$ cat src/sv/tensor_antisymmetrizer_macros.svh
// Assertion helpers shared by the tensor antisymmetrizer RTL.
`ifndef TENSOR_ANTISYMMETRIZER_MACROS_SVH
`define TENSOR_ANTISYMMETRIZER_MACROS_SVH

`ifndef SYNTHESIS
// clocked check, masked while reset is asserted
`define TSA_ASSERT(label, clk, rstn, prop, msg) \
    label: assert property (@(posedge clk) disable iff (!rstn) prop) else $error(msg);
// clocked check that also holds during reset
`define TSA_ASSERT_ALWAYS(label, clk, prop, msg) \
    label: assert property (@(posedge clk) prop) else $error(msg);
`else
`define TSA_ASSERT(label, clk, rstn, prop, msg)
`define TSA_ASSERT_ALWAYS(label, clk, prop, msg)
`endif

`endif

$ cat src/sv/tsa_pkg.sv
package tsa_pkg;

    localparam int MAX_RANK_DEF   = 4;
    localparam int MAX_DIM_DEF    = 4;
    localparam int VALUE_BITS_DEF = 32;

    localparam int SLOTS     = 4;     // permutation table covers four slots
    localparam int ADDR_W    = 8;
    localparam int DEPTH     = 256;
    localparam int IN_W      = 32;
    localparam int OUT_W     = 37;
    localparam int CFG_W     = 3;
    localparam int CFG_IDX_W = 1;
    localparam int PERM_N    = 24;
    localparam int PERM_W    = 5;
    localparam int PC_W      = 3;
    localparam int STEPS     = 8;
    localparam int UOP_W     = 3;
    localparam int COND_W    = 3;

    // register indexes on the configuration port
    localparam logic [CFG_IDX_W-1:0] REG_TENSOR_RANK = 1'd0;
    localparam logic [CFG_IDX_W-1:0] REG_SPACE_DIM   = 1'd1;

    localparam logic [CFG_W-1:0] RANK_RESET = 3'd2;
    localparam logic [CFG_W-1:0] DIM_RESET  = 3'd3;

    // micro-operations
    localparam logic [UOP_W-1:0] UOP_IDLE   = 3'd0;
    localparam logic [UOP_W-1:0] UOP_CHECK  = 3'd1;
    localparam logic [UOP_W-1:0] UOP_DIGIT  = 3'd2;
    localparam logic [UOP_W-1:0] UOP_SCREEN = 3'd3;
    localparam logic [UOP_W-1:0] UOP_READ   = 3'd4;
    localparam logic [UOP_W-1:0] UOP_NOP    = 3'd5;
    localparam logic [UOP_W-1:0] UOP_EMIT   = 3'd6;

    // jump conditions
    localparam logic [COND_W-1:0] COND_NEVER       = 3'd0;
    localparam logic [COND_W-1:0] COND_ACCEPT      = 3'd1;
    localparam logic [COND_W-1:0] COND_WRITE       = 3'd2;
    localparam logic [COND_W-1:0] COND_DIGITS_MORE = 3'd3;
    localparam logic [COND_W-1:0] COND_SKIP        = 3'd4;
    localparam logic [COND_W-1:0] COND_PERMS_MORE  = 3'd5;
    localparam logic [COND_W-1:0] COND_OUT_FREE    = 3'd6;

    // program steps
    localparam logic [PC_W-1:0] STEP_IDLE   = 3'd0;
    localparam logic [PC_W-1:0] STEP_CHECK  = 3'd1;
    localparam logic [PC_W-1:0] STEP_DIGIT  = 3'd2;
    localparam logic [PC_W-1:0] STEP_SCREEN = 3'd3;
    localparam logic [PC_W-1:0] STEP_READ   = 3'd4;
    localparam logic [PC_W-1:0] STEP_DRAIN  = 3'd5;
    localparam logic [PC_W-1:0] STEP_EMIT   = 3'd6;
    localparam logic [PC_W-1:0] STEP_SPARE  = 3'd7;

    // condition true: go to target; false: stay if hold, else fall through
    typedef struct packed {
        logic [UOP_W-1:0]  uop;
        logic [COND_W-1:0] cond;
        logic [PC_W-1:0]   target;
        logic              hold;
    } ctrl_word_t;

    typedef struct packed {
        logic is_write;
        logic digits_more;
        logic skip;
        logic perms_more;
    } dp_status_t;

    localparam ctrl_word_t MICROCODE [STEPS] = '{
        '{UOP_IDLE,   COND_ACCEPT,      STEP_CHECK, 1'b1},
        '{UOP_CHECK,  COND_WRITE,       STEP_IDLE,  1'b0},
        '{UOP_DIGIT,  COND_DIGITS_MORE, STEP_DIGIT, 1'b0},
        '{UOP_SCREEN, COND_SKIP,        STEP_EMIT,  1'b0},
        '{UOP_READ,   COND_PERMS_MORE,  STEP_READ,  1'b0},
        '{UOP_NOP,    COND_NEVER,       STEP_IDLE,  1'b0},
        '{UOP_EMIT,   COND_OUT_FREE,    STEP_IDLE,  1'b1},
        '{UOP_NOP,    COND_NEVER,       STEP_IDLE,  1'b0}
    };

    // {odd, slot3, slot2, slot1, slot0}; the first r! entries permute slots below r
    localparam logic [8:0] PERM_TABLE [PERM_N] = '{
        {1'b0, 2'd3, 2'd2, 2'd1, 2'd0},
        {1'b1, 2'd3, 2'd2, 2'd0, 2'd1},
        {1'b1, 2'd3, 2'd1, 2'd2, 2'd0},
        {1'b0, 2'd3, 2'd0, 2'd2, 2'd1},
        {1'b0, 2'd3, 2'd1, 2'd0, 2'd2},
        {1'b1, 2'd3, 2'd0, 2'd1, 2'd2},
        {1'b1, 2'd2, 2'd3, 2'd1, 2'd0},
        {1'b0, 2'd2, 2'd1, 2'd3, 2'd0},
        {1'b0, 2'd2, 2'd3, 2'd0, 2'd1},
        {1'b1, 2'd2, 2'd0, 2'd3, 2'd1},
        {1'b1, 2'd2, 2'd1, 2'd0, 2'd3},
        {1'b0, 2'd2, 2'd0, 2'd1, 2'd3},
        {1'b0, 2'd1, 2'd3, 2'd2, 2'd0},
        {1'b1, 2'd1, 2'd2, 2'd3, 2'd0},
        {1'b1, 2'd1, 2'd3, 2'd0, 2'd2},
        {1'b0, 2'd1, 2'd0, 2'd3, 2'd2},
        {1'b0, 2'd1, 2'd2, 2'd0, 2'd3},
        {1'b1, 2'd1, 2'd0, 2'd2, 2'd3},
        {1'b1, 2'd0, 2'd3, 2'd2, 2'd1},
        {1'b0, 2'd0, 2'd2, 2'd3, 2'd1},
        {1'b0, 2'd0, 2'd3, 2'd1, 2'd2},
        {1'b1, 2'd0, 2'd1, 2'd3, 2'd2},
        {1'b1, 2'd0, 2'd2, 2'd1, 2'd3},
        {1'b0, 2'd0, 2'd1, 2'd2, 2'd3}
    };

    // base^expo for expo up to four
    function automatic logic [8:0] pow_of(input logic [2:0] base, input logic [2:0] expo);
        logic [8:0] acc;
        acc = 9'd1;
        for (int i = 0; i < SLOTS; i++) begin
            if (3'(i) < expo) begin
                acc = 9'(acc * 9'(base));
            end
        end
        return acc;
    endfunction

    function automatic logic [PERM_W-1:0] perm_count(input logic [2:0] rank);
        logic [PERM_W-1:0] n;
        case (rank)
            3'd0, 3'd1: n = 5'd1;
            3'd2:       n = 5'd2;
            3'd3:       n = 5'd6;
            default:    n = 5'd24;
        endcase
        return n;
    endfunction

endpackage

$ cat src/sv/tsa_sequencer.sv
`include "tensor_antisymmetrizer_macros.svh"

module tsa_sequencer (
    input  logic                 aclk,
    input  logic                 aresetn,
    input  tsa_pkg::dp_status_t  status,
    input  logic                 accept,
    input  logic                 out_free,
    output tsa_pkg::ctrl_word_t  ctrl
);

    logic [tsa_pkg::PC_W-1:0] pc_reg;
    logic [tsa_pkg::PC_W-1:0] pc_next;
    logic                     cond_hit;

    assign ctrl = tsa_pkg::MICROCODE[pc_reg];

    always_comb begin
        case (ctrl.cond)
            tsa_pkg::COND_ACCEPT:      cond_hit = accept;
            tsa_pkg::COND_WRITE:       cond_hit = status.is_write;
            tsa_pkg::COND_DIGITS_MORE: cond_hit = status.digits_more;
            tsa_pkg::COND_SKIP:        cond_hit = status.skip;
            tsa_pkg::COND_PERMS_MORE:  cond_hit = status.perms_more;
            tsa_pkg::COND_OUT_FREE:    cond_hit = out_free;
            default:                   cond_hit = 1'b0;
        endcase
    end

    always_comb begin
        if (cond_hit) begin
            pc_next = ctrl.target;
        end else if (ctrl.hold) begin
            pc_next = pc_reg;
        end else begin
            pc_next = pc_reg + 3'd1;
        end
    end

    always_ff @(posedge aclk) begin
        if (!aresetn) begin
            pc_reg <= tsa_pkg::STEP_IDLE;
        end else begin
            pc_reg <= pc_next;
        end
    end

    `TSA_ASSERT(a_accept_to_check, aclk, aresetn, (ctrl.uop == tsa_pkg::UOP_IDLE && accept) |=> (pc_reg == tsa_pkg::STEP_CHECK), "accepted request did not start the check step")

endmodule

$ cat config.mk
export PLATFORM = sky130hd
export DESIGN_NAME = tsa_sequencer
export DESIGN_NICKNAME = d
export VERILOG_FILES = /design/src/sv/tsa_pkg.sv /design/src/sv/tsa_sequencer.sv
export VERILOG_INCLUDE_DIRS = /design/src /design/src/sv
export SDC_FILE = /design/constraint.sdc
export NUM_CORES = 1
export LEC_CHECK = 0
export ABC_AREA = 0
export BUFFER_PORTS_ARGS = -buffer_cell sky130_fd_sc_hd__buf_2
export CAP_MARGIN = 5
export CORE_AREA = 2 2 39 41
export DETAILED_ROUTE_END_ITERATION = 8
export DIE_AREA = 0 0 41 43
export PLACE_DENSITY_LB_ADDON = 0.2
export SLEW_MARGIN = 10
export SYNTH_ARGS = -nofsm -noshare
export SYNTH_HDL_FRONTEND = slang
export SYNTH_SLANG_ARGS = --single-unit
export TNS_END_PERCENT = 5
$ cat constraint.sdc
create_clock -name aclk -period 2.1 [get_ports aclk]
set_input_delay 0.105 -clock aclk [delete_from_list [all_inputs] [get_ports aclk]]
set_output_delay 0.105 -clock aclk [all_outputs]
set_load 0.05 [all_outputs]
==> out/metrics.yaml <==
grt:
  grt_max_degree: 14
  grtUsageTotal_pct: 16.63
  antenna_found_initial: 0
  grt-ovfl-total: 0
  grt_pass1_vias: 466
  grt_pass1_wl_mm: 1.945
cts:
  hold_buffers: 0
  clk_pin_slew_ns: 0.05
  htree_num_levels: 1
  cts_setup_buffers: 0
  cts_buffers: 3
  cts_tree: "done"
  cts_root_buf: "clkbuf_4"
  clk_latency_ns: 0.25
  clock-sinks: 3
  ctsResizeCount: 0
  clockBufferDepth: 2
sta:
  worst_pin_slew_ns: 0.2693
  timing.final.crit_share_pct: 94.39
  tns_ns: 0
  rsz0062_at_grt: "false"
  fin_skew_ns: 0.01236
  final.setup.worst_slack_ns: 0.1178
  final_hold_viol_count: 0
  max_clock_freq_mhz: 504.5
  slew_violations: 0
  min_period_ns: 1.982
  setup_viol: 0
  slew-limit-headroom_pct: 81.54
setup_path:
  crit_family: "compound AO/OA/AOI/OAI gates"
  setup.worst_path.end_class: "flop"
  worstPathRequired_ns: 2.24
  slowest_delay_ns: 0.32
  cp_max_fo: 5
  crit_arrival_ns: 2.12
  crit_type: "reg2reg"
  path_buf_inv: 1
  cp_slowest_cell: "dfxtp_1"
  start_kind: "flop"
  cp_cell_sequence: "inv_1 > ha_4 > nor3b_2 > nor2_1 > o311a_4 > or2_4 > o311a_1"
cells_and_area:
  final_area_um2: 644.4
  fin_nets: 100
  layout_commonest_cell: "buf_2"
  diodes: 0
  final_cells: 102
  largest_reg_flops: 3
  final_layout_size_suffix_gt1_share_pct: 34.88
  final_cell_mix: "buf_2 (17), inv_1 (6), nor2_1 (5), buf_4 (5)"
  area_growth_pct: 27.48
die:
  die_w_um: 41
  rows: 14
  io_pins: 18
  start_util_pct: 36.53
  core_area_um2: 1384
  dieHeight_um: 43
  fp.dieArea_um2: 1763
synth:
  yosysSeqAreaShare_pct: 11.88
  synth_edf_count: 0
  synth_fa_ha_area_share_pct: 12.38
  syn_inst: 66
  synth-simple-area-share_pct: 28.22
  syn_area_um2: 505.5
  synth_compound_area_share_pct: 26.24
  synth.mux.area_fraction_pct: 5.941
  yosysWarnings: 0
  ys_types: 32
  synth_ff_type: "dfxtp_1"
  synth_seq_cells: 3
  synth_top_family_by_area: "simple AND/OR/NAND/NOR gates"
  synth_xor_area_share_pct: 1.733
  avgSynthCellArea_um2: 7.659
  synth_nets: 79
  ys_async_sr_fraction_pct: 0
place:
  placed_area_um2: 605.6
  io_buffers: 17
  dp_cells: 98
  dp_slack_ns: 0.06548
  gp_congestion: 0.8472
  dpl.hpwl_um: 956.4
job:
  maxCapViolCount: 0
route:
  drt_first_pass_iters: 4
  detail-route-antenna-nets: 0
  drc: 0
  viasPerCell: 5.157
  drt_wl_total_mm: 1.243
  post_drt_wl_per_cell_um: 12.19
  drt_iter0_drc: 7
  vias: 526
worst_hold_path:
  min_path_type: "in2reg"
outcome:
  status: "complete, no violations"
## cell usage after synthesis, drive strengths merged (3+ instances only)
library cell	number	area share (%)
and3	3	3.7
nand2b	3	3.7
nor2	5	3.7
o21ai	3	3.0
o311a	3	8.2
dfxtp	3	12
nand2	4	3.0
ha	5	12
nor2b	4	4.9
mux2i	3	5.9
buf	5	7.7
inv	6	4.5
## path summary, 6_finish.rpt
path               end      start  depth (start not counted)  slack, ns
max          pc_reg[2]  pc_reg[0]                          7       0.12
min reg2reg  pc_reg[1]  pc_reg[1]                          3       0.70
max reg2reg  pc_reg[2]  pc_reg[0]                          7       0.12
min          pc_reg[0]    aresetn                          2       0.13
## worst reg2reg max path: stages, from the launching register on
cell and delay [ns]:
dfxtp_1 0.32, inv_1 0.10, ha_4 0.31, nor3b_2 0.18, nor2_1 0.07, o311a_4 0.32
or2_4 0.24, o311a_1 0.32
## cells by family (layout without fill, tap and decap cells)
kind of cell,Yosys count,after routing
AND/OR/NAND/NOR,25,25
flip-flops,3,3
adder cells (fa/ha/maj),5,5
multiplexers,3,3
AO/OA/AOI/OAI,16,16
XOR/XNOR,1,1
buffers and inverters,13,33
## routing by layer
layer	part of all wire (%)	wire length, um	vias to the layer above	GRT usage, %
met5	0	0	-	0
met3	6.9	86	4	1.571
met1	43	530	230	19.17
met2	47	589	26	25.94
met4	2.9	36	0	13.33
li1	-	-	266	-
## metrics by stage
stage / hold WS (ns) / util [%]
floorplan: 0.2362 / -
global placement: 0.3915 / 43.76
finish: 0.1270 / 46.56
detailed placement: 0.3858 / 43.76
CTS: 0.1136 / 45.66
global route: 0.1323 / 46.56
## cell type report
type | instances | area (um2)
inverters | 7 | 26.28
repair buffers | 22 | 122.6
well taps | 16 | 20.02
clock buffers | 4 | 26.28
fillers | 152 | 739.5
multi-input cells | 50 | 389.1
flip-flops and latches | 3 | 60.06
Power is not shown: default switching activity piles up to over one toggle a cycle in this logic, so the estimate is an artifact.
